`src/hw/rtl/odo_pkg.sv`:
```
`timescale 1ns / 1ps
`default_nettype none
package odo_pkg;

  localparam int CORDIC_STEPS_DEF = 16;
  localparam int COUNT_BITS_DEF   = 48;

  localparam int CFG_IDX_W  = 3;
  localparam int CFG_DATA_W = 32;

  localparam logic [CFG_IDX_W-1:0] CFG_ENCODER_SPAN       = 3'd0;
  localparam logic [CFG_IDX_W-1:0] CFG_LOW_WRAP           = 3'd1;
  localparam logic [CFG_IDX_W-1:0] CFG_HIGH_WRAP          = 3'd2;
  localparam logic [CFG_IDX_W-1:0] CFG_METERS_PER_TICK    = 3'd3;
  localparam logic [CFG_IDX_W-1:0] CFG_INVERSE_BASE_WIDTH = 3'd4;

  localparam logic [1:0] OP_LEFT   = 2'd0;
  localparam logic [1:0] OP_RIGHT  = 2'd1;
  localparam logic [1:0] OP_UPDATE = 2'd2;

  localparam logic [18:0] SPAN_RESET = 19'd131072;
  localparam logic signed [18:0] LOW_WRAP_RESET  = -19'sd26214;
  localparam logic signed [18:0] HIGH_WRAP_RESET = 19'sd26214;
  localparam logic [31:0] MPT_RESET = 32'd85899346;
  localparam logic [23:0] IBW_RESET = 24'd218453;

  // CORDIC datapath and arithmetic widths
  localparam int XY_W    = 34;
  localparam int MUL_W   = 34;
  localparam int PROD_W  = 2 * MUL_W;
  localparam int TH_W    = 42;
  localparam int VNUM_W  = 61;
  localparam int DEN_W   = 24;
  localparam int ANGLE_W = 32;

  localparam logic signed [XY_W-1:0] CORDIC_GAIN = 34'sd652032874;
  localparam logic [29:0] RAD_TO_ANGLE = 30'd683565276;
  localparam logic [19:0] USEC_PER_SEC = 20'd1000000;

  typedef enum logic [5:0] {
    S_IDLE, S_L0, S_R0, S_L1, S_R1, S_TH0, S_TH1, S_TH2,
    S_AN0, S_AN1, S_AN2, S_AN3, S_C1, S_C1W,
    S_XL0, S_XL1, S_XL2, S_XL3, S_C0W,
    S_P0, S_P1, S_P2, S_P3, S_P4, S_P5,
    S_V0, S_V1, S_V2, S_V3, S_V4,
    S_D0, S_D0W, S_D1, S_D1W, S_OUT
  } state_t;

  typedef struct packed {
    logic               start;
    logic [ANGLE_W-1:0] angle;
  } cordic_req_t;

  typedef struct packed {
    logic            done;
    logic [XY_W-1:0] cos_v;
    logic [XY_W-1:0] sin_v;
  } cordic_rsp_t;

  typedef struct packed {
    logic              start;
    logic [VNUM_W-1:0] num;
    logic [DEN_W-1:0]  den;
  } div_req_t;

  typedef struct packed {
    logic              done;
    logic [VNUM_W-1:0] quot;
  } div_rsp_t;

  function automatic logic [31:0] atan_entry(input logic [4:0] idx);
    logic [31:0] v;
    case (idx)
      5'd0:  v = 32'd536870912;
      5'd1:  v = 32'd316933406;
      5'd2:  v = 32'd167458907;
      5'd3:  v = 32'd85004756;
      5'd4:  v = 32'd42667331;
      5'd5:  v = 32'd21354465;
      5'd6:  v = 32'd10679838;
      5'd7:  v = 32'd5340245;
      5'd8:  v = 32'd2670163;
      5'd9:  v = 32'd1335087;
      5'd10: v = 32'd667544;
      5'd11: v = 32'd333772;
      5'd12: v = 32'd166886;
      5'd13: v = 32'd83443;
      5'd14: v = 32'd41722;
      5'd15: v = 32'd20861;
      5'd16: v = 32'd10430;
      5'd17: v = 32'd5215;
      5'd18: v = 32'd2608;
      5'd19: v = 32'd1304;
      5'd20: v = 32'd652;
      5'd21: v = 32'd326;
      5'd22: v = 32'd163;
      5'd23: v = 32'd81;
      5'd24: v = 32'd41;
      5'd25: v = 32'd20;
      5'd26: v = 32'd10;
      5'd27: v = 32'd5;
      5'd28: v = 32'd3;
      5'd29: v = 32'd1;
      5'd30: v = 32'd1;
      default: v = 32'd0;
    endcase
    return v;
  endfunction

endpackage
`default_nettype wire

```
`src/hw/rtl/odo_cordic.sv`:
```
`timescale 1ns / 1ps
`default_nettype none
module odo_cordic #(
  parameter int CORDIC_STEPS = odo_pkg::CORDIC_STEPS_DEF
) (
  input  wire                  clk,
  input  wire                  rst,
  input  odo_pkg::cordic_req_t req,
  output odo_pkg::cordic_rsp_t rsp
);

  localparam int CNT_W = $clog2(CORDIC_STEPS + 1);

  logic                           busy;
  logic                           done;
  logic [CNT_W-1:0]               step;
  logic                           flip;
  logic signed [odo_pkg::XY_W-1:0] x;
  logic signed [odo_pkg::XY_W-1:0] y;
  logic signed [odo_pkg::XY_W-1:0] z;

  logic [1:0]                      quad;
  logic                            start_flip;
  logic [31:0]                     folded;
  logic signed [odo_pkg::XY_W-1:0] x_sh;
  logic signed [odo_pkg::XY_W-1:0] y_sh;
  logic signed [odo_pkg::XY_W-1:0] at;

  always_comb begin
    quad       = req.angle[31:30];
    start_flip = (quad == 2'd1) || (quad == 2'd2);
    // fold the left half plane onto the right one
    folded     = {req.angle[31] ^ start_flip, req.angle[30:0]};
    x_sh       = x >>> step;
    y_sh       = y >>> step;
    at         = $signed({2'b00, odo_pkg::atan_entry(5'(step))});
  end

  always_ff @(posedge clk) begin
    if (rst) begin
      busy <= 1'b0;
      done <= 1'b0;
      step <= '0;
    end else begin
      done <= 1'b0;
      if (req.start) begin
        busy <= 1'b1;
        step <= '0;
      end else if (busy) begin
        step <= step + 1'b1;
        if (step == CNT_W'(CORDIC_STEPS - 1)) begin
          busy <= 1'b0;
          done <= 1'b1;
        end
      end
    end
  end

  always_ff @(posedge clk) begin
    if (req.start) begin
      x    <= odo_pkg::CORDIC_GAIN;
      y    <= '0;
      z    <= odo_pkg::XY_W'($signed(folded));
      flip <= start_flip;
    end else if (busy) begin
      if (z >= 0) begin
        x <= x - y_sh;
        y <= y + x_sh;
        z <= z - at;
      end else begin
        x <= x + y_sh;
        y <= y - x_sh;
        z <= z + at;
      end
    end
  end

  always_comb begin
    rsp.done  = done;
    rsp.cos_v = flip ? -x : x;
    rsp.sin_v = flip ? -y : y;
  end

endmodule
`default_nettype wire

```
`config.mk`:
```
export PLATFORM = sky130hd
export DESIGN_NAME = odo_cordic
export DESIGN_NICKNAME = d
export VERILOG_FILES = /design/src/hw/rtl/odo_pkg.sv /design/src/hw/rtl/odo_cordic.sv
export SDC_FILE = /design/constraint.sdc
export NUM_CORES = 1
export LEC_CHECK = 0
export ABC_AREA = 1
export BUFFER_PORTS_ARGS = -buffer_cell sky130_fd_sc_hd__buf_2
export CAP_MARGIN = 25
export CORE_MARGIN = 3
export CORE_UTILIZATION = 25
export DETAILED_ROUTE_END_ITERATION = 16
export PLACE_DENSITY = 0.49
export SYNTH_ARGS = -nofsm -noshare
export SYNTH_HDL_FRONTEND = slang
export SYNTH_SLANG_ARGS = --single-unit
```
`constraint.sdc`:
```
create_clock -name clk -period 7.7 [get_ports clk]
set_input_delay 1.54 -clock clk [delete_from_list [all_inputs] [get_ports clk]]
set_output_delay 1.54 -clock clk [all_outputs]
set_load 0.02 [all_outputs]
```
* Yosys cells after proc, flatten, opt, wreduce, memory -nomap -nowiden
Memories as Yosys holds them, arrays and structs flattened. A register that Yosys moved wholly into a read port is not among the register bits.
Cells that the tools add are included.
Widths: inputs -> output; s select.
** Operators by class
- $add $sub $neg :: 9
- Order comparisons :: 1
- Equality and inequality tests :: 3
- Shift-type cells :: 2
- Mux-type cells :: 13
- Bitwise operators :: 2
- Reductions and logical operators :: 4
** Operators by type and width (count)
- $mux 34 :: 7
- $add 34x34->34 :: 2
- $neg 34->34 :: 2
- $sshr 34x5->34 :: 2
- $sub 34x34->34 :: 2
- $add 34x33->34 :: 1
- $ge 34x1->1 const B :: 1
- $sub 34x33->34 :: 1
- $mux 5 :: 2
- $add 5x1->5 const B :: 1
- $eq 5x4->1 const B :: 1
- $mux 1 :: 4
- $reduce_or 3->1 :: 1
- $eq 2x1->1 const B :: 1
- $eq 2x2->1 const B :: 1
- $reduce_bool 2->1 :: 1
- $reduce_or 2->1 :: 1
- $logic_or 1x1->1 :: 1
- $not 1->1 :: 1
- $xor 1x1->1 :: 1
** Word-level totals
- Bits in registers :: 110
- Bits in read-only memories :: 960
- Input bits :: 35
- Output and inout port bits :: 69
- Logic and storage cells :: 42
- Memories kept :: 1
** Memory list
- (no name shown) :: words 32, width 30, rd ports 1, clocked after memory_dff 1, write ports 0, line odo_pkg.sv:73 : case (idx)

* Logic depth before layout (Yosys ltp)
Gate-level depths: netlist of run 1.
- Depth in word-level cells :: 4
- Mapped depth :: 35
- Depth with buffers taken out :: 34

* Worst setup path after synthesis of run 1
No wires, ideal clock.
- Path kind :: reg-to-output
- From :: register y[1] (netlist bit)
- To :: output rsp[26] (netlist bit)
- Arrival time :: 2.418 ns
- Data required time :: 6.160 ns
- Slack :: 3.742 ns
- Stages on the path, launching flop included :: 14
- Buffers on the path :: 0
- Cells stage by stage :: dfxtp_1 -> inv_1 -> ha_1 -> inv_1 -> nor3_1 -> nand3_1 -> nor3_2 -> nand4_1 -> nor4_1 -> nand3_1 -> inv_1 -> a21oi_1 -> a21oi_1 -> xor2_1
** RTL lines
- start: declaration :: line odo_cordic.sv:19 : logic signed [odo_pkg::XY_W-1:0] y;
- start signal: assignment :: line odo_cordic.sv:68 : y <= y + x_sh;
- start signal: assignment :: line odo_cordic.sv:72 : y <= y - x_sh;
- end: declaration :: line odo_cordic.sv:9 : output odo_pkg::cordic_rsp_t rsp

* Worst setup path in the final report of run 1
- From :: register step[0]
- To :: register y[25] (netlist bit)
** Between the ends
- Longest elaborated chain between the ends :: 3
- Elaborated cells on any way between the ends :: 4
- Classes of those cells :: add/sub (2); shift (1); mux (1)
** Ends and longest elaborated chain
- start: declaration :: line odo_cordic.sv:16 : logic [CNT_W-1:0] step;
- start signal: assignment :: line odo_cordic.sv:50 : step <= step + 1'b1;
- $sshr 34x5->34 * :: line odo_cordic.sv:34 : x_sh = x >>> step;
- $sub 34x34->34 or $add 34x34->34 (tied branches) :: line odo_cordic.sv:72, odo_cordic.sv:68
- $mux 34 * :: line odo_cordic.sv:66 : if (z >= 0) begin
Every way passes the cells marked *; elsewhere a longest branch is shown, timed or not.
A chain may end at the register's enable or synchronous reset.

==> impl_metrics.py, run 1 <==
metrics = {
    "clock_tree": {
        "cts_tree": "yes",
        "cts_resized": 0,
        "root_buffer": "clkbuf_16",
        "hold_buffers": 0,
        "cts_htree_levels": 4,
        "clk_pin_slew_ns": 0.07,
        "clkSinkCount": 140,
        "numCtsBuffers": 17,
        "postCtsSetupBuffers": 0,
        "clockBufferDepth": 2,
        "clk_latency_ns": 0.50,
    },
    "detailed_routing": {
        "dr.pass1.iters": 6,
        "wl_mm": 73.1,
        "ant_nets": 0,
        "wl_per_cell_um": 17.9,
        "first_iter_violations": 1633,
        "num_vias": 20500,
        "vias_per_cell": 5.02,
        "drc_errors": 0,
    },
    "layout": {
        "fillerInstances": 8307,
        "synthToLayoutAreaGrowth_pct": 10.0,
        "post-route-util": 0.281,
        "num_antenna_cells": 0,
        "drive_gt1_frac": 0.0819,
        "final_area_um2": 20200,
        "fin_nets": 3276,
    },
    "pwr": {
        "p_clk_frac": 0.105,
        "swShare": 0.568,
        "p_int_mw": 3.43,
        "p_seq_frac": 0.164,
        "comb_power_share": 0.731,
        "p_sw_mw": 4.50,
        "ir_worst_vdd_v": 0.000164,
        "power_density_nw_per_um2": 392,
        "power_leakage_nw": 9.74,
    },
    "timing": {
        "maxSlewViolCount": 0,
        "finalHoldViolCount": 0,
        "max_freq_mhz": 167,
        "tightest_slew_ns": 1.04,
        "rsz0062_at_grt": "false",
        "slew_headroom": 0.304,
        "fin_setup_tns_ns": 0,
        "min_period_over_period": 0.777,
        "setup_viol_count_final": 0,
        "min_period_ns": 5.98,
        "final.setup_skew_ns": 0.0151,
    },
    "critical_path": {
        "cp_data_required_time_ns": 8.09,
        "crit_slowest_cell": "inv_2",
        "critical_path.max_stage_delay_ns": 0.86,
        "cpMostUsedCell": "nand2_1",
        "cp-end-kind": "flop",
        "crit_family": "simple AND/OR/NAND/NOR gates",
        "crit_buf_inv": 4,
        "start_kind": "flop",
        "cp.arrival_ns": 6.37,
        "critPathKind": "flop to flop",
        "cp_max_fo": 61,
    },
    "global_routing": {
        "grt.total_usage": 0.185,
        "grt_max_degree": 68,
        "use_met2": 0.300,
        "grt_pass1_wl_mm": 112,
        "antenna_found_initial": 1,
        "busiest_layer": "met2",
        "grtUsageMet3": 0.0276,
        "grt.overflow.total": 0,
        "grt_pass1_vias": 19500,
        "met1_usage": 0.253,
    },
    "placed_design": {
        "place.gp.congestion": 0.940,
        "port_buffers": 103,
        "dpl-instance-area_um2": 19700,
        "dpl.hpwl_mm": 56.9,
    },
    "yosys": {
        "synth_edf_count": 35,
        "synth-seq-area-share": 0.172,
        "synth.distinct_cells": 60,
        "synth.avg_cell_area_um2": 5.91,
        "syn_inst": 3109,
        "syn_area_um2": 18400,
        "ys.warnings.count": 0,
        "postSynth.asyncResetShare": 0,
        "ys_ff_latch": 140,
        "synthFlopType": "dfxtp_1",
        "syn_nets": 3260,
    },
    "status": {
        "outcome": "finished, final reports clean",
    },
    "floorplan": {
        "fp.dieArea_um2": 76800,
        "io_pins": 104,
        "rows": 98,
        "die_h_um": 277,
        "coreArea_um2": 72100,
        "die_width_um": 277,
        "initial_utilization": 0.255,
    },
    "run": {
        "maxCapViolCount": 0,
    },
    "min_path": {
        "hold_path_class": "flop to flop",
    },
}
metrics by stage:
step	total power, mW	hold WS, ns	setup WS (ns)	std cells
after floorplan	5.48	0.532	3.74	3109
after global placement	7.10	0.613	1.81	4056
after detailed placement	7.06	0.632	1.83	4056
after CTS	7.93	0.639	1.82	4088
after global routing	8.74	0.682	1.03	4088
final	7.93	0.649	1.72	4088
worst min-delay path, cell delays in order (launching register included):
cell      delay [ns]
dfxtp_1         0.38
o211ai_1        0.18
inv_1           0.04
layout by cell type (no fill, tap or decap), drive strengths merged, types with 35 or more instances in the layout:
cell,n
xnor2,77
xor2,112
or2,40
o21ai,177
edfxtp,35
nor2,305
dfxtp,105
nand3,484
inv,336
nand2,769
ha,113
nor3,50
buf,130
a21oi,201
sequential cells by signal (all words and copies together) (netlist names):
register  count
x            34
y            34
z            34
at           30
step          5
busy          1
done          1
flip          1
synth_stat cells (10+ instances only):
master / count / area (um^2)
nand3_1: 482 / 2410
buf_1: 18 / 67.6
xor2_1: 112 / 981
nand4_1: 26 / 163
a21oi_1: 200 / 1000
nor3_1: 45 / 225
o221ai_1: 10 / 87.6
buf_4: 11 / 82.6
or2_2: 38 / 238
nor2_1: 289 / 1080
edfxtp_1: 35 / 1050
nor4_1: 17 / 106
o21ai_0: 157 / 786
a31oi_1: 29 / 181
nand2_1: 760 / 2850
clkbuf_1: 70 / 263
ha_1: 113 / 1410
xnor2_1: 76 / 666
buf_2: 28 / 140
o211ai_1: 17 / 128
dfxtp_1: 105 / 2100
inv_1: 319 / 1200
nor2_2: 14 / 87.6
o21ai_1: 19 / 95.1
cells by family (layout without fill, tap and decap cells):
family                   Yosys count  in the layout  synth area share
AO/OA/AOI/OAI                    500            500             0.153
XOR/XNOR                         189            189            0.0905
buffers and inverters            464            493             0.101
flip-flops                       140            140             0.172
adder cells (fa/ha/maj)          116            116            0.0802
AND/OR/NAND/NOR                 1700           1700             0.404
metal layers:
metal / share of wire / vias up
met3: 0.056 / 82
met5: 0 / -
li1: - / 10400
met4: 0.023 / 0
met1: 0.47 / 9451
met2: 0.45 / 579
path summary, 6_finish.rpt:
check	start	endpoint	slack (ns)	cells after the start
worst min register to register	x[32]	x[32]	0.65	2
worst min-delay path	x[32]	x[32]	0.65	2
worst max register to register	step[0]	y[25]	1.72	27
worst max-delay path	step[0]	y[25]	1.72	27
power groups by stage:
| stage | sequential [mW] | combinational, mW | clock [mW] |
|---|---|---|---|
| finish | 1.30 | 5.79 | 0.831 |
| global route | 1.32 | 6.54 | 0.881 |
| CTS | 1.29 | 5.78 | 0.858 |
| detailed placement | 1.31 | 5.75 | 0 |
| global placement | 1.31 | 5.78 | 0 |
| floorplan | 1.12 | 4.36 | 0 |
cell type report:
class	instances	area, um^2	area share
clock inverters	13	105	0.00520
inverters	331	1240	0.0614
clock buffers	19	444	0.0220
flip-flops and latches	140	3160	0.156
multi-input cells	2505	13400	0.661
well taps	950	1190	0.0588
repair buffers	130	721	0.0356
Note: power is estimated with default switching activity, not from simulation.
==> inputs of run 2 (changes only) <==
ABC_AREA = 0   (was 1)
clock period = 5.6 ns   (was 7.7 ns; I/O delays follow)
==> impl_metrics.py, run 2 <==
metrics = {
    "status": {
        "outcome": "complete, but fails checks",
        "failed_checks": "negative setup slack",
    },
    "placed_design": {
        "port_buffers": 103,
        "dpl_worst_slack_ns": -0.771,
        "dp.cells": 3880,
        "dpl.hpwl_mm": 66.1,
        "place.gp.congestion": 0.958,
    },
    "layout": {
        "multi_input_area_um2": 15900,
        "reg_top3": "x x34, y x34, z x34",
        "fillerInstances": 7824,
        "num_antenna_cells": 0,
        "fin_cells": 3978,
        "synthToLayoutAreaGrowth_pct": 39.4,
        "final_cell_mix": "buf_4 (598), nand2_1 (241), nor2_1 (181)",
        "fin_nets": 3096,
        "drive_gt1_frac": 0.370,
        "final_common_cell": "buf_4",
        "regArea_um2": 3170,
    },
    "critical_path": {
        "crit_chain": "buf_4, mux2_4, mux4_2, mux4_2, a21o_1, or4b_4, or2_4, or3_4, o41ai_4, xnor2_1, ha_2, a21o_1, or3_1, a211o_1, o211ai_1, a31oi_4, a221o_1, a31o_2, mux2i_1, mux2_1",
        "critical_path.max_stage_delay_ns": 0.54,
        "critPathKind": "flop to flop",
        "cp_max_fo": 7,
        "crit_slowest_cell": "mux4_2",
        "cp-end-kind": "flop",
        "r2r_start": "step[2]",
        "cp_data_required_time_ns": 6.00,
        "r2r_cells": 20,
        "r2r_end": "x[33]",
        "crit_buf_inv": 1,
        "start_kind": "flop",
        "reg2reg_slack_ns": -0.44,
        "cp.arrival_ns": 6.44,
        "crit_family": "multiplexers",
    },
    "clock_tree": {
        "clkSinkCount": 140,
        "clk_latency_ns": 0.51,
        "clockBufferDepth": 2,
        "cts_tree": "yes",
        "numCtsBuffers": 17,
        "cts_htree_levels": 4,
        "root_buffer": "clkbuf_16",
        "clk_pin_slew_ns": 0.08,
    },
    "floorplan": {
        "die_h_um": 283,
        "fp.dieArea_um2": 80100,
        "rows": 100,
        "initial_utilization": 0.255,
        "die_width_um": 283,
        "coreArea_um2": 75200,
        "io_pins": 104,
    },
    "timing": {
        "max_freq_mhz": 166,
        "slew_headroom": 0.310,
        "maxSlewViolCount": 0,
        "rsz0062_at_grt": "true",
        "tightest_slew_ns": 1.03,
        "min_period_over_period": 1.08,
        "hold_ws_ns": 0.539,
        "min_period_ns": 6.04,
        "final.setup_skew_ns": 0.0177,
        "finalHoldViolCount": 0,
        "setup_viol_count_final": 17,
        "layout_setup_ws_ns": -0.442,
    },
    "min_path": {
        "holdCritStartpoint": "x[0]",
        "hold_path_class": "flop to flop",
        "min_path_cells": 2,
        "min_to": "x[0]",
    },
    "detailed_routing": {
        "ant_nets": 0,
        "drc_errors": 0,
        "num_vias": 21200,
        "first_iter_violations": 1399,
        "wl_mm": 84.1,
        "wl_per_cell_um": 21.1,
        "dr.pass1.iters": 6,
        "vias_per_cell": 5.33,
    },
    "pwr": {
        "ir_worst_vdd_v": 0.000284,
        "power_density_nw_per_um2": 656,
        "power_leakage_nw": 11.2,
        "finalPower_mw": 17.6,
    },
    "yosys": {
        "ys_ff_latch": 140,
        "synth_top_area_frac": 0.110,
        "syn_area_um2": 19200,
        "synth_largest_area_cell": "dfxtp_1",
        "postSynth.asyncResetShare": 0,
        "synth.area.top_cells": "dfxtp_1 (11%), mux4_2 (10%), ha_1 (7.4%)",
        "syn_nets": 2538,
        "synth.avg_cell_area_um2": 8.04,
        "synth.distinct_cells": 92,
        "yosys-top-cells-count": "nand2_1 (246), o21ai_0 (199), nor2_1 (185)",
        "synth_edf_count": 35,
        "ys.warnings.count": 0,
        "synth-seq-area-share": 0.164,
        "syn_inst": 2387,
        "synthFlopType": "dfxtp_1",
        "synth_most_common_cell": "nand2_1",
    },
    "run": {
        "maxCapViolCount": 0,
    },
    "global_routing": {
        "grt.overflow.total": 0,
        "grt_pass1_vias": 21000,
        "grt_pass1_wl_mm": 128,
        "grt.total_usage": 0.203,
        "antenna_found_initial": 2,
        "grt_max_degree": 90,
    },
}
## run 2: cell count changes in the layout (fill, tap and decap cells not counted), moves of 64 or more
cell and change:
mux4_2 +87, mux2i_1 +64, a21oi_1 -81, nor2_1 -108, nand2_1 -519, inv_1 -267
nand3_1 -451, buf_4 +570
## run 2: layer usage
layer | share of wire | routed length [um] | global-route usage
met5 | 0.000083 | 7 | 0
met4 | 0.030 | 2550 | 0.0657
met3 | 0.042 | 3510 | 0.0276
met2 | 0.49 | 41500 | 0.354
met1 | 0.43 | 36600 | 0.258
## run 2: worst min-delay path, stage by stage (launching register included)
cell and delay (ns):
dfxtp_1 0.34, nor2_1 0.10, a211oi_1 0.05
## run 2: worst max path at each step
stage | from | endpoint | cells past startpoint
2_1_floorplan | step[1] | x[33] | 21
3_3_place_gp | step[2] | x[32] | 25
3_5_place_dp | step[0] | y[29] | 22
4_1_cts | step[1] | x[33] | 20
5_1_grt | step[2] | y[30] | 23
6_report | step[2] | x[33] | 20
## run 2: per-stage QoR
stage	setup TNS [ns]	area (um^2)	utilization
after floorplan	-0.325	19300	-
after global placement	-13.29	24500	0.326
after detailed placement	-9.82	24500	0.326
after CTS	-1.98	26000	0.345
after global routing	-7.43	26700	0.356
final	-3.25	26700	0.356
## run 2: layout make-up
| cell class | count | area share |
|---|---|---|
| flip-flops and latches | 140 | 0.119 |
| inverters | 55 | 0.00772 |
| well taps | 1020 | 0.0477 |
| clock buffers | 18 | 0.0164 |
| multi-input cells | 1993 | 0.596 |
| repair buffers | 738 | 0.208 |
| clock inverters | 14 | 0.00538 |
## run 2: cells by family (layout without fill, tap and decap cells)
logic type / Yosys count / count (layout) / synth area share
flip-flops: 140 / 140 / 0.164
adder cells (fa/ha/maj): 116 / 116 / 0.0768
buffers and inverters: 254 / 825 / 0.0575
AND/OR/NAND/NOR: 724 / 724 / 0.180
AO/OA/AOI/OAI: 721 / 721 / 0.249
XOR/XNOR: 227 / 227 / 0.104
multiplexers: 205 / 205 / 0.169
## run 2: report_power, final
part	switching [mW]	internal (mW)	leakage [nW]	total, mW
combinational	7.56	7.02	9.70	14.6
clock	0.580	0.637	0.288	1.22
sequential	0.353	1.40	1.22	1.76
## run 2: timing repair
action / 4_1_cts / 5_1_grt
setup endpoints to repair: 32 / 42
hold buffers: 0 / 0
resized for setup: 133 / 114
gates cloned: 1 / 0
buffers inserted: 41 / 29
pin swaps: 51 / 56
==> inputs of run 3 (changes only) <==
MAX_ROUTING_LAYER = met4   (was not set)
PLACE_DENSITY = not set   (was 0.49)
PLACE_DENSITY_LB_ADDON = 0.1   (was not set)
==> impl_metrics.py, run 3 (synthesized netlist as in run 2, its figures left out) <==
metrics = {
    "clock_tree": {
        "clk_pin_slew_ns": 0.08,
        "clk_latency_ns": 0.50,
        "numCtsBuffers": 17,
        "cts_htree_levels": 4,
        "clkSinkCount": 140,
        "clockBufferDepth": 2,
        "root_buffer": "clkbuf_16",
        "cts_tree": "yes",
    },
    "floorplan": {
        "die_width_um": 283,
        "io_pins": 104,
        "coreArea_um2": 75200,
        "rows": 100,
        "die_h_um": 283,
        "fp.dieArea_um2": 80100,
        "initial_utilization": 0.255,
    },
    "timing": {
        "min_period_ns": 6.05,
        "setup_viol_count_final": 16,
        "min_period_over_period": 1.08,
        "final.setup_skew_ns": 0.0199,
        "max_freq_mhz": 165,
        "finalHoldViolCount": 0,
        "rsz0062_at_grt": "true",
        "maxSlewViolCount": 0,
        "slew_headroom": 0.400,
        "layout_setup_ws_ns": -0.447,
        "tightest_slew_ns": 0.891,
    },
    "pwr": {
        "p_clk_frac": 0.068,
        "ir_worst_vdd_v": 0.000304,
        "p_int_mw": 9.38,
        "power_density_nw_per_um2": 655,
        "power_leakage_nw": 11.6,
        "swShare": 0.479,
        "comb_power_share": 0.835,
        "p_sw_mw": 8.64,
        "p_seq_frac": 0.096,
    },
    "detailed_routing": {
        "wl_per_cell_um": 21.9,
        "drc_errors": 0,
        "dr.pass1.iters": 7,
        "ant_nets": 0,
        "first_iter_violations": 1257,
        "vias_per_cell": 5.22,
        "wl_mm": 88.5,
        "num_vias": 21100,
    },
    "critical_path": {
        "cp-end-kind": "flop",
        "start_kind": "flop",
        "r2r_start": "step[1]",
        "crit_path_start": "step[1]",
        "cp.arrival_ns": 6.43,
        "cp_data_required_time_ns": 5.98,
        "reg2reg_slack_ns": -0.45,
        "critPathCapture": "x[33]",
        "critPathKind": "flop to flop",
        "cp_max_fo": 4,
        "r2r_cells": 20,
        "r2r_end": "x[33]",
    },
    "layout": {
        "num_antenna_cells": 0,
        "synthToLayoutAreaGrowth_pct": 43.5,
        "fillerInstances": 7884,
        "final_common_cell": "buf_4",
        "final_area_um2": 27500,
        "final_cell_mix": "buf_4 (644), nand2_1 (238), nor2_1 (179)",
        "drive_gt1_frac": 0.394,
        "reg_top3": "x x34, y x34, z x34",
        "fin_cells": 4040,
        "fin_nets": 3158,
    },
    "status": {
        "outcome": "complete, but fails checks",
        "failed_checks": "negative setup slack",
    },
    "global_routing": {
        "grt_pass1_vias": 20900,
        "grt.total_usage": 0.220,
        "grt_pass1_wl_mm": 133,
        "grt_max_degree": 90,
        "antenna_found_initial": 0,
        "grt.overflow.total": 0,
    },
    "run": {
        "maxCapViolCount": 0,
    },
    "placed_design": {
        "dp.cells": 3937,
        "place.gp.congestion": 0.982,
        "port_buffers": 103,
        "dpl.hpwl_mm": 70.4,
        "dpl-instance-area_um2": 25100,
    },
    "min_path": {
        "hold_path_class": "flop to flop",
    },
}
[run 3: cell types whose count changed in the layout (fill, tap and decap cells not counted), sizes merged]
cell / before / now
buf: 737 / 799
bufinv: 1 / 0
clkbuf: 18 / 17
clkinv: 5 / 6
clkinvlp: 1 / 2
[run 3: area by class of cell]
type                       instances  area (um^2)  area share
clock buffer                      17          425      0.0155
clock inverter                    15          169     0.00613
inverter                          55          206     0.00750
multi-input combinational       1993        16100       0.586
sequential                       140         3170       0.115
tap                             1020         1280      0.0464
timing repair buffer             800         6160       0.224
[run 3: timing repair]
| item | in CTS | in global routing |
|---|---|---|
| hold buffers | 0 | 0 |
| endpoints found under the setup margin | 36 | 40 |
| setup buffers | 38 | 38 |
| pin swaps | 67 | 118 |
| cloned | 1 | 0 |
| resized for setup | 124 | 164 |
[run 3: worst max-delay path, stage by stage (launching register included)]
cell	delay, ns
dfxtp_4	0.39
buf_12	0.12
mux4_2	0.54
mux4_2	0.56
o2bb2ai_4	0.17
a2111o_1	0.31
or4b_4	0.55
or2_4	0.28
or3_4	0.37
o41ai_4	0.26
xnor2_1	0.12
ha_2	0.20
a21o_1	0.16
or3_1	0.31
a211o_1	0.24
o211ai_1	0.17
a31oi_4	0.14
a221o_1	0.32
a31o_2	0.21
mux2i_1	0.17
mux2_1	0.33
[run 3: how the worst min path moves through the flow]
stage	start	to	slack, ns	cells after the start
after floorplan	x[0]	x[0]	0.48	2
after global placement	x[0]	x[0]	0.54	2
after detailed placement	x[0]	x[0]	0.55	2
after CTS	x[0]	x[0]	0.54	2
after global routing	x[0]	x[0]	0.61	2
final	x[0]	x[0]	0.54	2
[run 3: stage by stage]
stage	hold WS [ns]	util	setup slack [ns]	power, mW	TNS (ns)
2_1_floorplan	0.485	-	-0.325	9.32	-0.325
3_3_place_gp	0.536	0.334	-1.09	14.8	-11.28
3_5_place_dp	0.549	0.334	-0.959	14.8	-11.58
4_1_cts	0.544	0.353	-0.410	16.9	-2.47
5_1_grt	0.606	0.366	-0.617	19.5	-7.91
6_report	0.537	0.366	-0.447	18.0	-4.08
[run 3: power groups by stage]
stage | Sequential, mW | Combinational, mW | Clock (mW)
after floorplan | 1.59 | 7.73 | 0
after global placement | 1.77 | 13.0 | 0
after detailed placement | 1.77 | 13.1 | 0
after CTS | 1.75 | 13.8 | 1.29
after global routing | 1.78 | 16.4 | 1.31
final | 1.74 | 15.1 | 1.23
[run 3: metal layers]
layer  share of wire  wire, um  track usage  vias to the layer above
li1                -         -            -                    10200
met1            0.44     39200        0.278                    10400
met2            0.50     44600        0.379                      428
met4           0.019      1690       0.0530                        0
met3           0.034      3000       0.0227                       73
met5               0         0            -                        -
