## src/hw/rtl/odo_pkg.sv

```systemverilog
`timescale 1ns / 1ps
`default_nettype none
package odo_pkg;

  localparam int CORDIC_STEPS_DEF = 16;
  localparam int COUNT_BITS_DEF   = 48;

  localparam int CFG_IDX_W  = 3;
  localparam int CFG_DATA_W = 32;

  localparam logic [CFG_IDX_W-1:0] CFG_ENCODER_SPAN       = 3'd0;
  localparam logic [CFG_IDX_W-1:0] CFG_LOW_WRAP           = 3'd1;
  localparam logic [CFG_IDX_W-1:0] CFG_HIGH_WRAP          = 3'd2;
  localparam logic [CFG_IDX_W-1:0] CFG_METERS_PER_TICK    = 3'd3;
  localparam logic [CFG_IDX_W-1:0] CFG_INVERSE_BASE_WIDTH = 3'd4;

  localparam logic [1:0] OP_LEFT   = 2'd0;
  localparam logic [1:0] OP_RIGHT  = 2'd1;
  localparam logic [1:0] OP_UPDATE = 2'd2;

  localparam logic [18:0] SPAN_RESET = 19'd131072;
  localparam logic signed [18:0] LOW_WRAP_RESET  = -19'sd26214;
  localparam logic signed [18:0] HIGH_WRAP_RESET = 19'sd26214;
  localparam logic [31:0] MPT_RESET = 32'd85899346;
  localparam logic [23:0] IBW_RESET = 24'd218453;

  // CORDIC datapath and arithmetic widths
  localparam int XY_W    = 34;
  localparam int MUL_W   = 34;
  localparam int PROD_W  = 2 * MUL_W;
  localparam int TH_W    = 42;
  localparam int VNUM_W  = 61;
  localparam int DEN_W   = 24;
  localparam int ANGLE_W = 32;

  localparam logic signed [XY_W-1:0] CORDIC_GAIN = 34'sd652032874;
  localparam logic [29:0] RAD_TO_ANGLE = 30'd683565276;
  localparam logic [19:0] USEC_PER_SEC = 20'd1000000;

  typedef enum logic [5:0] {
    S_IDLE, S_L0, S_R0, S_L1, S_R1, S_TH0, S_TH1, S_TH2,
    S_AN0, S_AN1, S_AN2, S_AN3, S_C1, S_C1W,
    S_XL0, S_XL1, S_XL2, S_XL3, S_C0W,
    S_P0, S_P1, S_P2, S_P3, S_P4, S_P5,
    S_V0, S_V1, S_V2, S_V3, S_V4,
    S_D0, S_D0W, S_D1, S_D1W, S_OUT
  } state_t;

  typedef struct packed {
    logic               start;
    logic [ANGLE_W-1:0] angle;
  } cordic_req_t;

  typedef struct packed {
    logic            done;
    logic [XY_W-1:0] cos_v;
    logic [XY_W-1:0] sin_v;
  } cordic_rsp_t;

  typedef struct packed {
    logic              start;
    logic [VNUM_W-1:0] num;
    logic [DEN_W-1:0]  den;
  } div_req_t;

  typedef struct packed {
    logic              done;
    logic [VNUM_W-1:0] quot;
  } div_rsp_t;

  function automatic logic [31:0] atan_entry(input logic [4:0] idx);
    logic [31:0] v;
    case (idx)
      5'd0:  v = 32'd536870912;
      5'd1:  v = 32'd316933406;
      5'd2:  v = 32'd167458907;
      5'd3:  v = 32'd85004756;
      5'd4:  v = 32'd42667331;
      5'd5:  v = 32'd21354465;
      5'd6:  v = 32'd10679838;
      5'd7:  v = 32'd5340245;
      5'd8:  v = 32'd2670163;
      5'd9:  v = 32'd1335087;
      5'd10: v = 32'd667544;
      5'd11: v = 32'd333772;
      5'd12: v = 32'd166886;
      5'd13: v = 32'd83443;
      5'd14: v = 32'd41722;
      5'd15: v = 32'd20861;
      5'd16: v = 32'd10430;
      5'd17: v = 32'd5215;
      5'd18: v = 32'd2608;
      5'd19: v = 32'd1304;
      5'd20: v = 32'd652;
      5'd21: v = 32'd326;
      5'd22: v = 32'd163;
      5'd23: v = 32'd81;
      5'd24: v = 32'd41;
      5'd25: v = 32'd20;
      5'd26: v = 32'd10;
      5'd27: v = 32'd5;
      5'd28: v = 32'd3;
      5'd29: v = 32'd1;
      5'd30: v = 32'd1;
      default: v = 32'd0;
    endcase
    return v;
  endfunction

endpackage
`default_nettype wire

```

## src/hw/rtl/odo_div.sv

```systemverilog
`timescale 1ns / 1ps
`default_nettype none
module odo_div (
  input  wire               clk,
  input  wire               rst,
  input  odo_pkg::div_req_t req,
  output odo_pkg::div_rsp_t rsp
);

  localparam int NW    = odo_pkg::VNUM_W;
  localparam int DW    = odo_pkg::DEN_W;
  localparam int CNT_W = $clog2(NW + 1);

  logic             busy;
  logic             done;
  logic [CNT_W-1:0] cnt;
  logic [NW-1:0]    num_sh;
  logic [DW:0]      rem;
  logic [DW-1:0]    den;

  logic [DW:0]      rem_sh;
  logic             ge;

  always_comb begin
    rem_sh = {rem[DW-1:0], num_sh[NW-1]};
    ge     = rem_sh >= {1'b0, den};
  end

  always_ff @(posedge clk) begin
    if (rst) begin
      busy <= 1'b0;
      done <= 1'b0;
      cnt  <= '0;
    end else begin
      done <= 1'b0;
      if (req.start) begin
        busy <= 1'b1;
        cnt  <= '0;
      end else if (busy) begin
        cnt <= cnt + 1'b1;
        if (cnt == CNT_W'(NW - 1)) begin
          busy <= 1'b0;
          done <= 1'b1;
        end
      end
    end
  end

  // restoring division, one quotient bit per cycle
  always_ff @(posedge clk) begin
    if (req.start) begin
      num_sh <= req.num;
      rem    <= '0;
      den    <= req.den;
    end else if (busy) begin
      rem    <= ge ? (rem_sh - {1'b0, den}) : rem_sh;
      num_sh <= {num_sh[NW-2:0], ge};
    end
  end

  always_comb begin
    rsp.done = done;
    rsp.quot = num_sh;
  end

endmodule
`default_nettype wire
```

## config.mk

```make
export PLATFORM = sky130hd
export DESIGN_NAME = odo_div
export DESIGN_NICKNAME = d
export VERILOG_FILES = /design/src/hw/rtl/odo_pkg.sv /design/src/hw/rtl/odo_div.sv
export SDC_FILE = /design/constraint.sdc
export NUM_CORES = 1
export LEC_CHECK = 0
export ABC_AREA = 1
export BUFFER_PORTS_ARGS = -buffer_cell sky130_fd_sc_hd__buf_2
export CELL_PAD_IN_SITES_DETAIL_PLACEMENT = 1
export CELL_PAD_IN_SITES_GLOBAL_PLACEMENT = 2
export CORE_ASPECT_RATIO = 1.2
export CORE_MARGIN = 5
export CORE_UTILIZATION = 31
export DETAILED_ROUTE_END_ITERATION = 6
export PLACE_DENSITY = 0.77
export SYNTH_ARGS = -nofsm -noshare
export SYNTH_HDL_FRONTEND = slang
export SYNTH_SLANG_ARGS = --single-unit
```

## constraint.sdc

```tcl
create_clock -name clk -period 3.4 [get_ports clk]
set_clock_uncertainty 0.1 [all_clocks]
set_input_delay 0.17 -clock clk [delete_from_list [all_inputs] [get_ports clk]]
set_output_delay 0.17 -clock clk [all_outputs]
set_load 0.02 [all_outputs]
```

; ---- Yosys cells after proc, flatten, opt, wreduce, memory -nomap -nowiden
; Cells that the tools add are included.
[word_totals]
reg_bits = 117
latch_bits = 0
ram_bits = 0
mem_bits_ro = 0
in_bits = 88
output_inout_bits = 62
wordCells = 21
n_memories = 0
[op_classes]
add_sub_neg = 2
n_mul = 0
div = 0
n_lt_le_gt_ge = 1
n_eq_ne = 1
n_shift = 0
n_mux = 7
bitwise = 1
reduce_logical = 3
[op_table]
columns = op, count
row1 = 61-bit 2-to-1 mux, 2
row2 = 25-bit by 24-bit greater-or-equal comparator with 1-bit output, 1
row3 = 24-bit 2-to-1 mux, 1
row4 = 24-bit subtractor, 1
row5 = 6-bit by 1-bit adder with 6-bit output (second input constant), 1
row6 = 6-bit == test (second input constant), 1
row7 = 1-bit 2-to-1 mux, 4
row8 = 3-bit OR reduction, 1
row9 = 2-bit nonzero test, 1
row10 = 2-bit OR reduction, 1
row11 = 1-bit NOT, 1

; ---- Longest topological paths before layout
; Gate-level depths: netlist of the first run.
[logic_depth]
depth_word = 4
ltp_mapped = 16
mapped_depth_nobuf = 15

; ---- Worst setup path after synthesis of the first run
; OpenSTA, ideal clock, no wires.
[synth_path]
path_type = input-to-reg
startpoint = input req[85] in the netlist's numbering
endpoint = register num_sh[0] (enable)
setup_time_ns = 0.450
arrival_time_ns = 2.527
required_time_ns = 2.850
setup_slack_ns = 0.323
stages = 4
path_buffers = 2
path_cell_list = clkbuf_1 > nor2_1 > inv_1 > clkbuf_1
[synth_via]
elab_chain_cells = 1
[synth_lines]
columns = element, line
row1 = "start, declared", odo_div.sv:6  ; input odo_pkg::div_req_t req,
row2 = 2-bit nonzero test (no line), n/a
row3 = "end signal, assigned", odo_div.sv:52  ; num_sh <= req.num;
row4 = "end signal, assigned", odo_div.sv:57  ; num_sh <= {num_sh[NW-2:0], ge};
row5 = "end, declared", odo_div.sv:17  ; logic [NW-1:0] num_sh;
; Every way passes these cells.
; A chain may end at the register's enable or synchronous reset.

; ---- Final worst setup path of the first run
[layout_path]
startpoint = register den[5]
endpoint = register rem[7]
[layout_via]
elab_chain_cells = 2
word_cells_on_any_way = 3
cone_classes = 1 x add/sub / 1 x order compare / 1 x mux
[layout_lines]
columns = element, line
row1 = "start, declared", odo_div.sv:19  ; logic [DW-1:0] den;
row2 = "start signal, assigned", odo_div.sv:54  ; den <= req.den;
row3 = 24-bit subtractor / 25-bit by 24-bit greater-or-equal comparator with 1-bit output (equally long branches), "odo_div.sv:56, odo_div.sv:26"
row4 = 24-bit 2-to-1 mux (*), odo_div.sv:56  ; rem <= ge ? (rem_sh - {1'b0, den}) : rem_sh;
row5 = "end signal, assigned", odo_div.sv:56
row6 = "end, declared", odo_div.sv:18  ; logic [DW:0] rem;
; Mark *: on every way between the ends. The rest lies on a longest branch, timed or not.

==> results.md, run 1 <==
- Run status: finished clean
- VDD IR-drop max: roughly 330 µV
- Wire length after detailed routing: between 20000 and 25000 µm
- Total Routing Usage GR: 18.2%
- Number of nets with antenna violations after detailed routing: 0
- Depth of the worst hold-timing path: 1
- Sequential cell area fraction in the yosys report: between 40% and 50%
- Syn. warnings: 0
- Final min period: around 2.6 ns
- Type of element capturing the critical path: register
- Global-route wire length before repair: approximately 37000 µm
- Number of buffers between clock root and the deepest sink: 2
- Global routing's busiest layer: met2
- Number of buffers inserted during clock tree synthesis: 17
- Number of antenna violations at the first check in global routing: 0
- CTS tree: built
- Delay of the slowest cell on the worst path: between 0.3 and 0.4 ns
- TritonCTS sink count: ~120
- Syn_nets: about 1000
- Cell leakage power: 4.72 nW
- Fraction of met3 tracks used by global routing: 5.19%
- CP Launch Type: register
- Total congestion overflow after global routing: 0
- Series of cell instances along the critical path: inv_1 > ha_1 > nand2_1 > nor2_2 > nand3_1 > nand3_2 > nand3b_4 > nand2_8 > nand2_1 > nand3_1 > o21ai_1
- Count of standard-cell rows: about 60
- Number of antenna diodes: 0
- Mux share of post-synthesis cell area: 0%
- Final setup TNS: 0 ns
- Number of remaining DRC errors: 0
- Met1 Resource Use GR: a little over a fifth
- Final layout net count: 1240
- Unrepaired setup endpoints after global routing: false
- Final GP Congestion: about 0.8
- Number of global-route vias before repair: 7097
- Crit path max-delay family: simple AND/OR/NAND/NOR gates
- Post-route insts no fill: 1412
- Starting utilization of the core area: 31.4%
- Largest driver fanout on the critical path: 26
- Area share of fa/ha/maj cells after synthesis: under 10%
- Worst reg2reg startpoint: den[5]
- EDFF count, synth: 85
- Number of vias per cell after detailed routing: around 4.5
- Worst Hold End: den[12]
- Max-slew headroom at the worst pin: 42.7%
- Count of buffers from port buffering: between 100 and 150
- 1st-iter DRT viols: 257
- Mapped cell area: 0.00680 mm²
- Total of hold buffers inserted after clock tree synthesis: 86
- Data required time of the critical path: 3.59 ns
- Maximum number of pins on one net before global-route repair: 73
- Pwr Total: around 4.2 mW
- Capture point of the worst reg-to-reg path: rem[7]
- Boundary pin count: 150
- Mean post-synth cell area: around 7.6 µm²
- Clk Latency, worst-skew pair: around 0.42 ns
- X dimension of the die: between 100 and 150 µm
- Library cell occupying the most area in the post-synthesis netlist: sky130_fd_sc_hd__edfxtp_1
- Worst-path clk slew: about 0.070 ns
- Classification of the worst setup path: register to register
- Worst Reg2Reg Path Length in Cells: 11
- Library cell with the highest instance count after synthesis: sky130_fd_sc_hd__nand2_1
- Height of the die: 172 µm
- Cells after Synth: about 900
- Hold wc startpoint: req[85]
- Post_cts resized: 0
- Number of optimization iterations in the first detailed-route pass: 4
- Area growth syn-to-layout: 35.6%
- Leading cell types by total area after synthesis: sky130_fd_sc_hd__edfxtp_1 38%, sky130_fd_sc_hd__nand2_1 22%, sky130_fd_sc_hd__dfxtp_1 9.4%
- Worst setup slack for register-to-register paths: 0.79 ns
- Core area: about 0.022 mm²
- Count of final hold-check violations: 0
- GR Util met2: between 30% and 40%
- Hpwl dp: ~16000 µm
- Simple-gate portion of the synthesized area: around a third
- Slew at the pin with the worst max-slew slack: ~0.86 ns
- Die area: approximately 0.025 mm²
- Register bit total from synthesis: approximately 120
- Total of max-cap violations: 0
- WP buf/inv: 1
- Distinct cell type count of the synthesized netlist: 38
- CP Data Arrival Time: 2.80 ns
- Avg WL per Cell: between 15 and 20 µm
- Total vias in the final route: between 6000 and 7000
- Share of the synthesized area in compound gates (AO/OA/AOI/OAI): 3.06%
- Cell at the root of the clock tree: sky130_fd_sc_hd__clkbuf_16
- Slowest stage cell, crit path: sky130_fd_sc_hd__nand3b_4
- Most used DFF post-synth: sky130_fd_sc_hd__edfxtp_1
- Share of flip-flops with an asynchronous set or reset: 0%
- Synthesized-area fraction occupied by xor and xnor cells: approximately 1.2%
- Post-synth top cells: 397 x sky130_fd_sc_hd__nand2_1, 133 x sky130_fd_sc_hd__inv_1, 85 x sky130_fd_sc_hd__edfxtp_1
- Part of the cycle the worst path needs: around three quarters
- Hold Worst Slack: about 0.073 ns
- Post-CTS setup buffer count: 0
- Total power divided by cell area: roughly 450 mW/mm²
- Final core utilization: a little over two fifths
- Combinational family with the most area after synthesis: simple AND/OR/NAND/NOR gates
- Cell count along the critical path: 11
- Maximum level of the CTS H-tree: 4
- Kind of path behind the tightest hold check: input port to register
- Fraction of final layout cells with drive strength greater than 1: 18.6%
- FMAX: about 380 MHz
- Share of the synthesized area in the top cell type: between 30 and 40%
- Final setup violation count: 0
- Max Slew Vio Count: 0
- Instance count after placement with tap cells included: between 1000 and 1500
worst reg2reg max path, delay by kind of cell, from the launching register on:
family	cells	cell delay, ns
fa+ha+maj	1	0.38
buf+inv	1	0.05
compound gates	1	0.06
flops	1	0.34
simple gates	8	1.57
placed cells by master (no fill, tap or decap), types with 6 or more instances in the layout:
cell                            count
sky130_fd_sc_hd__a21oi_1           16
sky130_fd_sc_hd__buf_2            148
sky130_fd_sc_hd__clkbuf_16         17
sky130_fd_sc_hd__dfxtp_1           32
sky130_fd_sc_hd__dlygate4sd3_1     86
sky130_fd_sc_hd__edfxtp_1          85
sky130_fd_sc_hd__ha_1              26
sky130_fd_sc_hd__inv_1            132
sky130_fd_sc_hd__nand2_1          397
sky130_fd_sc_hd__nand2_2            6
sky130_fd_sc_hd__nand3_1           62
sky130_fd_sc_hd__nand3_2            6
sky130_fd_sc_hd__nand3b_1           7
sky130_fd_sc_hd__nand4_1            7
sky130_fd_sc_hd__nor2_1            37
sky130_fd_sc_hd__o21ai_0            9
sky130_fd_sc_hd__o21ai_1            8
sky130_fd_sc_hd__xnor2_1            8
power by group:
| group | internal [mW] | switching, mW |
|---|---|---|
| sequential | 1.66 | 0.0528 |
| clock | 1.04 | 0.794 |
| combinational | 0.240 | 0.379 |
worst max path at each step:
stage                 start         to  slack (ns)
floorplan           req[85]  num_sh[0]        0.32
global placement     den[5]     rem[2]        0.80
detailed placement   den[5]     rem[2]        0.75
CTS                  den[5]     rem[7]        0.73
global route         den[5]     rem[1]        0.53
finish               den[5]     rem[7]        0.79
final cells by class:
cell class,instances,area [µm²]
clock inverter,15,160
tap,274,343
multi-input combinational,611,2920
inverter,138,518
fill,2645,12400
timing repair buffer,240,1660
sequential,117,3190
clock buffer,17,425
state kept, by name, indices dropped and copies added (netlist names):
register  count
num_sh       61
den          24
rem          24
cnt           6
busy          1
done          1
through the flow:
step / worst slack [ns] / cell area [µm²]
after floorplan: 0.323 / 6800
after global placement: 0.803 / 7770
after detailed placement: 0.754 / 7770
after CTS: 0.728 / 9210
after global routing: 0.533 / 9210
final: 0.787 / 9210
kinds of logic after synthesis:
| logic type | Yosys count |
|---|---|
| AND/OR/NAND/NOR | 537 |
| buffers and inverters | 163 |
| flip-flops | 117 |
| AO/OA/AOI/OAI | 38 |
| adder cells (fa/ha/maj) | 27 |
| XOR/XNOR | 9 |
layer usage:
metal  part of all wire, %  wire length, µm
met1                    43             9480
met2                    50            11100
met3                   5.7             1270
met4                   1.5              342
met5                     0                0
(Power assumes the default switching activity.)
==> run 2, diff against run 1 <==
Settings changed: ABC_AREA 1 to 0, CORE_UTILIZATION 31 to 34, PLACE_DENSITY 0.77 to 0.76.
Clock period 3.4 ns to 2.7 ns, I/O delays scaled along.
==> run 2 against run 1 <==
Utilization is 9.3 points higher. Sequential power up 31%. Clock power is 22% higher. Sequential share of layout area is 0.35 points higher. Global-route usage grew 0.79 points. Flip-flop and latch count unchanged. Wire length shrank 11%. Cell count fell by 27%. Via count shrank 19%. Fmax up 0.43%. Count of clock-buffer cells in the layout is the same.
==> results.md, run 2 <==
- Cell at the root of the clock tree: sky130_fd_sc_hd__clkbuf_16
- Mux share of post-synthesis cell area: between 10% and 20%
- Number of buffers between clock root and the deepest sink: 2
- Library cell occupying the most area in the post-synthesis netlist: sky130_fd_sc_hd__edfxtp_1
- Final setup violation count: 0
- Count of standard-cell rows: 53
- Starting utilization of the core area: 34.6%
- X dimension of the die: 132 µm
- Core area: ~0.018 mm²
- Global-route wire length before repair: approximately 31000 µm
- Final min period: about 2.6 ns
- Share of the synthesized area in the top cell type: a little over two fifths
- Number of optimization iterations in the first detailed-route pass: 6
- Avg WL per Cell: about 19 µm
- Worst-path clk slew: around 0.06 ns
- Total power divided by cell area: 651 mW/mm²
- Data required time of the critical path: between 2 and 3 ns
- CP Data Arrival Time: between 2 and 3 ns
- Worst-case setup margin in the final layout: 0.0978 ns
- Sequential cell area fraction in the yosys report: about 53%
- Classification of the worst setup path: register to register
- Combinational family with the most area after synthesis: compound AO/OA/AOI/OAI gates
- Slowest stage cell, crit path: sky130_fd_sc_hd__edfxtp_1
- Commonest non-fill, non-tap cells in the layout: 148 x sky130_fd_sc_hd__buf_2, 86 x sky130_fd_sc_hd__dlygate4sd3_1, 85 x sky130_fd_sc_hd__edfxtp_1, 60 x sky130_fd_sc_hd__mux2_2, 45 x sky130_fd_sc_hd__nand2_1
- Post-route insts no fill: around 1000
- Max Slew Vio Count: 0
- Total of max-cap violations: 0
- Kind of path behind the tightest hold check: input port to register
- Area growth syn-to-layout: 50.2%
- Register bit total from synthesis: ~120
- Largest registers ranked by flip-flop count: num_sh (61), den (24), rem (24)
- FILL cells: about 1900
- Maximum number of pins on one net before global-route repair: 62
- Number of antenna diodes: 0
- Max-slew headroom at the worst pin: ~60%
- Number of buffers inserted during clock tree synthesis: 17
- Commonest non-fill, non-tap cell in the layout: sky130_fd_sc_hd__buf_2
- Max reg flops: 61
- Number of antenna violations at the first check in global routing: 0
- DP Area: around 0.0072 mm²
- VDD IR-drop max: between 400 and 500 µV
- Series of cell instances along the critical path: inv_1 > ha_2 > nor2b_2 > o21bai_2 > and4b_2 > o21bai_2 > a31o_4 > a211oi_2 > a31oi_1 > o311a_1
- CTS tree: built
- CP Launch Type: register
- Final setup TNS: 0 ns
- Total congestion overflow after global routing: 0
- Number of global-route vias before repair: 5889
- FF/Latch Area: about 0.0032 mm²
- Maximum level of the CTS H-tree: 4
- Die area: just over 0.02 mm²
- Total Routing Usage GR: a little under a fifth
- Number of remaining DRC errors: 0
- Part of the cycle the worst path needs: a little over nine tenths
- TritonCTS sink count: around 120
- Leading cell types by total area after synthesis: sky130_fd_sc_hd__edfxtp_1 42%, sky130_fd_sc_hd__mux2_2 11%, sky130_fd_sc_hd__dfxtp_1 11%
- Slew at the pin with the worst max-slew slack: 0.599 ns
- Run status: finished clean
- Delay of the slowest cell on the worst path: between 0.3 and 0.4 ns
- Cells after Synth: 531
- Final GP Congestion: slightly above 0.8
- Synthesized-area fraction occupied by xor and xnor cells: under 10%
- Instance count after placement with tap cells included: ~900
- Final standard cell area without fillers: roughly 0.009 mm²
- Final layout net count: 911
- Height of the die: ~160 µm
- Distinct cell type count of the synthesized netlist: 58
- Type of element capturing the critical path: register
- Number of nets with antenna violations after detailed routing: 0
- Count of buffers from port buffering: 149
- Share of flip-flops with an asynchronous set or reset: 0%
- Syn. warnings: 0
- Hpwl dp: between 10000 and 15000 µm
- Mapped cell area: 0.00607 mm²
- Boundary pin count: 150
- Cell leakage power: about 3.7 nW
- Fraction of final layout cells with drive strength greater than 1: between 40% and 50%
- Total vias in the final route: 5169
- Pre-CTS setup slack: -0.0324 ns
- Syn_nets: around 650
- Area share of fa/ha/maj cells after synthesis: ~5.7%
- Library cell with the highest instance count after synthesis: sky130_fd_sc_hd__edfxtp_1
- Wire length after detailed routing: roughly 20000 µm
- Multi-input logic area: 0.00302 mm²
- Post-synth top cells: 85 x sky130_fd_sc_hd__edfxtp_1, 60 x sky130_fd_sc_hd__mux2_2, 46 x sky130_fd_sc_hd__nand2_1
- 1st-iter DRT viols: 184
- Unrepaired setup endpoints after global routing: true
- Clk Latency, worst-skew pair: 0.42 ns
- Most used DFF post-synth: sky130_fd_sc_hd__edfxtp_1
- Most flop-heavy register: num_sh
- Number of vias per cell after detailed routing: between 5 and 6
- Simple-gate portion of the synthesized area: between 10% and 20%
- Worst setup slack for register-to-register paths: 0.1 ns
- Mean post-synth cell area: between 10 and 15 µm²
- Count of final hold-check violations: 0
- Cell seen most often among critical-path stages: sky130_fd_sc_hd__o21bai_2
- FMAX: between 300 and 400 MHz
- Largest driver fanout on the critical path: 5
- Share of the synthesized area in compound gates (AO/OA/AOI/OAI): 13.0%
- EDFF count, synth: 85
==> run 2: changes by cell type after synthesis, moves of 7 or more <==
| cell | before | now |
|---|---|---|
| sky130_fd_sc_hd__nand2_1 | 397 | 46 |
| sky130_fd_sc_hd__mux2_2 | 0 | 60 |
| sky130_fd_sc_hd__nand3_1 | 62 | 14 |
| sky130_fd_sc_hd__a21oi_1 | 16 | 25 |
| sky130_fd_sc_hd__a21o_1 | 0 | 7 |
| sky130_fd_sc_hd__inv_1 | 133 | 34 |
| sky130_fd_sc_hd__a311oi_1 | 0 | 16 |
==> run 2: critical path: cells and delay by family (launching register included) <==
| family | cells | cell delay [ns] |
|---|---|---|
| AND/OR/NAND/NOR | 2 | 0.47 |
| AO/OA/AOI/OAI | 6 | 1.17 |
| adder cells (fa/ha/maj) | 1 | 0.31 |
| buffers and inverters | 1 | 0.07 |
| flip-flops | 1 | 0.36 |
==> run 2: logic make-up (layout without fill, tap and decap cells) <==
group                    after synthesis  count (layout)
AND/OR/NAND/NOR                      143             143
flip-flops                           117             117
adder cells (fa/ha/maj)               27              27
XOR/XNOR                              18              18
buffers and inverters                 58             336
multiplexers                          62              62
AO/OA/AOI/OAI                        106             106
==> run 2: final cells by class <==
type / count / area share (%)
multi-input combinational: 356 / 33.1
tap: 220 / 3.02
clock inverter: 15 / 1.59
clock buffer: 17 / 4.66
timing repair buffer: 270 / 21.2
inverter: 34 / 1.40
sequential: 117 / 35.0
==> run 2: metal layers <==
layer / share of wire (%) / GRT usage [%]
met5: 0 / 0
met4: 1.6 / 6.17
met3: 6.6 / 6.53
met2: 52 / 34.1
met1: 40 / 21.0
==> run 2: stage by stage <==
stage / utilization, % / hold WS (ns) / power (mW)
final: 51.9 / 0.0787 / 5.94
after global routing: 51.9 / 0.0794 / 6.22
after CTS: 49.4 / 0.0696 / 5.81
after detailed placement: 41.2 / 0.213 / 3.45
after global placement: 41.2 / 0.211 / 3.42
after floorplan: - / 0.107 / 3.00
==> run 2: power breakdown <==
part	total [mW]	internal [mW]	switching [mW]	leakage (nW)
Clock	2.23	1.29	0.940	0.271
Sequential	2.24	2.12	0.116	1.11
Combinational	1.47	0.691	0.776	2.32
==> run 2: final timing paths <==
path,start,end,depth (start not counted)
setup / recovery,den[2],rem[22],10
hold / removal,req[85],den[23],1
setup reg to reg,den[2],rem[22],10
hold reg to reg,cnt[5],cnt[5],2
==> run 2: what timing repair did <==
item | in CTS | in global routing
buffers inserted | 0 | 9
pin swaps | 1 | 28
hold buffers | 86 | 0
endpoints found under the hold margin | 93 | 0
endpoints found under the setup margin | 11 | 25
gates resized for setup | 3 | 70
==> run 3, diff against run 2 <==
--- a/config.mk
+++ b/config.mk
@@ -15,3 +15,4 @@
 export DETAILED_ROUTE_END_ITERATION = 6
-export PLACE_DENSITY = 0.76
+export PLACE_DENSITY_LB_ADDON = 0.05
+export SLEW_MARGIN = 20
 export SYNTH_ARGS = -nofsm -noshare
==> constraint.sdc (replaced) <==
create_clock -name clk -period 2.7 [get_ports clk]
set_clock_uncertainty 0.1 [all_clocks]
set_input_delay 0 -clock clk [delete_from_list [all_inputs] [get_ports clk]]
set_output_delay 0 -clock clk [all_outputs]
set_load 0.02 [all_outputs]
==> run 3 against run 2 <==
Critical path depth up 1. First-iteration DRC count down 27%. Largest cell class unchanged. Critical path type unchanged. Total power down 0.63%. Fmax down 0.73%. Flip-flop and latch count unchanged. Highest routed layer unchanged. Non-clock buffer count up 13. Via count up 1.2%. Critical endpoint is now rem[19]. Combinational power about the same. Sequential power about the same. Utilization up 0.16 points.
==> results.md, run 3 (synthesis results as in run 2) <==
- Delay of the slowest cell on the worst path: around 0.38 ns
- Worst Hold End: num_sh[12]
- Final setup TNS: 0 ns
- Cell count along the critical path: 11
- DP Area: 0.00733 mm²
- Classification of the worst setup path: register to register
- Final GP Congestion: 0.747
- Number of remaining DRC errors: 0
- Count of buffers from port buffering: ~150
- Commonest non-fill, non-tap cell in the layout: sky130_fd_sc_hd__buf_2
- Data required time of the critical path: between 2 and 3 ns
- Hold wc startpoint: req[85]
- Comb power frac: between 20% and 30%
- Cell at the root of the clock tree: sky130_fd_sc_hd__clkbuf_16
- Cell leakage power: ~3.8 nW
- WP buf/inv: 2
- Total of max-cap violations: 0
- Commonest non-fill, non-tap cells in the layout: 148 x sky130_fd_sc_hd__buf_2, 86 x sky130_fd_sc_hd__dlygate4sd3_1, 85 x sky130_fd_sc_hd__edfxtp_1, 60 x sky130_fd_sc_hd__mux2_2, 46 x sky130_fd_sc_hd__nand2_1
- Clk pwr share: 37.2%
- Max-slew headroom at the worst pin: ~53%
- Starting utilization of the core area: between 30 and 40%
- Number of vias per cell after detailed routing: 5.03
- Total power divided by cell area: roughly 640 mW/mm²
- Number of global-route vias before repair: 5835
- Worst Reg2Reg Path Length in Cells: 11
- Crit path max-delay family: compound AO/OA/AOI/OAI gates
- Worst reg2reg startpoint: den[1]
- Total congestion overflow after global routing: 0
- CP Launch Type: register
- Worst-path clk slew: ~0.06 ns
- Maximum number of pins on one net before global-route repair: 43
- Number of buffers between clock root and the deepest sink: 2
- Capture point of the worst reg-to-reg path: rem[19]
- Wire length after detailed routing: roughly 19000 µm
- CTS tree: built
- Hpwl dp: around 13000 µm
- Number of optimization iterations in the first detailed-route pass: 4
- X dimension of the die: 132 µm
- Number of antenna diodes: 0
- Type of element capturing the critical path: register
- Kind of path behind the tightest hold check: input port to register
- Area growth syn-to-layout: 50.7%
- Final layout net count: around 900
- FMAX: ~380 MHz
- Fraction of power spent switching nets: 29.3%
- Final setup violation count: 0
- TritonCTS sink count: 117
- Switching power: roughly 1.7 mW
- Int Pwr: around 4.2 mW
- Final min period: 2.62 ns
- Clk Latency, worst-skew pair: roughly 0.42 ns
- Number of antenna violations at the first check in global routing: 0
- Depth of the worst hold-timing path: 2
- Most flop-heavy register: num_sh
- Maximum level of the CTS H-tree: 4
- Count of standard-cell rows: 53
- Slowest stage cell, crit path: sky130_fd_sc_hd__edfxtp_1
- Die area: ~0.021 mm²
- Number of nets with antenna violations after detailed routing: 0
- Slew at the pin with the worst max-slew slack: around 0.71 ns
- Max Slew Vio Count: 0
- Register share of total power: a little under two fifths
- Largest registers ranked by flip-flop count: num_sh (61), den (24), rem (24)
- Unrepaired setup endpoints after global routing: true
- Boundary pin count: 150
- Final standard cell area without fillers: ~0.0092 mm²
- Core area: about 0.018 mm²
- Global-route wire length before repair: 30400 µm
- Count of final hold-check violations: 0
- CP Data Arrival Time: between 2 and 3 ns
- Largest driver fanout on the critical path: 8
- Total Routing Usage GR: between 10% and 20%
- Part of the cycle the worst path needs: 97.1%
- Instance count after placement with tap cells included: 918
- Total vias in the final route: about 5200
- Max reg flops: 61
- Post-route insts no fill: roughly 1000
- Fraction of final layout cells with drive strength greater than 1: between 40% and 50%
- VDD IR-drop max: between 400 and 500 µV
- Run status: finished clean
- Height of the die: around 160 µm
- Avg WL per Cell: between 15 and 20 µm
- Worst setup slack for register-to-register paths: 0.08 ns
- Number of buffers inserted during clock tree synthesis: 17
- Series of cell instances along the critical path: inv_2 > ha_4 > nor2b_4 > o2111ai_4 > a31oi_4 > nor3b_4 > o31ai_4 > nand2_4 > buf_6 > or3_4 > a41oi_2
- 1st-iter DRT viols: 134
-- run 3: power by group through the flow --
stage | registers [mW] | logic [mW] | clock network [mW]
detailed placement | 2.25 | 1.23 | 0
global placement | 2.24 | 1.21 | 0
finish | 2.22 | 1.48 | 2.19
floorplan | 2.35 | 0.649 | 0
CTS | 2.22 | 1.35 | 2.25
global route | 2.24 | 1.62 | 2.33
-- run 3: cell type report --
type / instances / area, µm²
clock inverters: 13 / 134
well taps: 220 / 275
fillers: 1852 / 8420
flip-flops and latches: 117 / 3190
repair buffers: 283 / 2010
multi-input cells: 356 / 2990
inverters: 34 / 128
clock buffers: 18 / 429
-- run 3: timing repair --
| item | in CTS | in global routing |
|---|---|---|
| pin swaps | 2 | 12 |
| gates resized for setup | 7 | 58 |
| buffers inserted | 0 | 6 |
| hold buffers | 86 | 0 |
| endpoints found under the hold margin | 93 | 0 |
| setup endpoints to repair | 16 | 24 |
-- run 3: how the worst max path moves through the flow --
| stage | startpoint | endpoint |
|---|---|---|
| floorplan | num_sh[60] | rem[16] |
| global placement | num_sh[60] | rem[16] |
| detailed placement | den[1] | rem[19] |
| CTS | den[1] | rem[19] |
| global route | den[1] | rem[19] |
| finish | den[1] | rem[19] |
-- run 3: per-layer routing --
metal | GRT usage (%) | vias to the layer above | part of all wire, %
li1 | - | 2512 | -
met5 | 0 | - | 0
met3 | 6.43 | 26 | 6.6
met4 | 6.52 | 0 | 2.0
met1 | 20.0 | 2572 | 40
met2 | 32.6 | 122 | 51
-- run 3: metrics by stage --
step                util [%]  power [mW]  setup WS, ns  hold WS [ns]
floorplan                  -        3.00        0.0957       -0.0276
global placement        41.7        3.46       -0.0800        0.0698
detailed placement      41.7        3.48       -0.0991        0.0743
CTS                     50.0        5.81      -0.00214         0.137
global route            52.1        6.20       -0.0320         0.161
finish                  52.1        5.90        0.0787         0.146
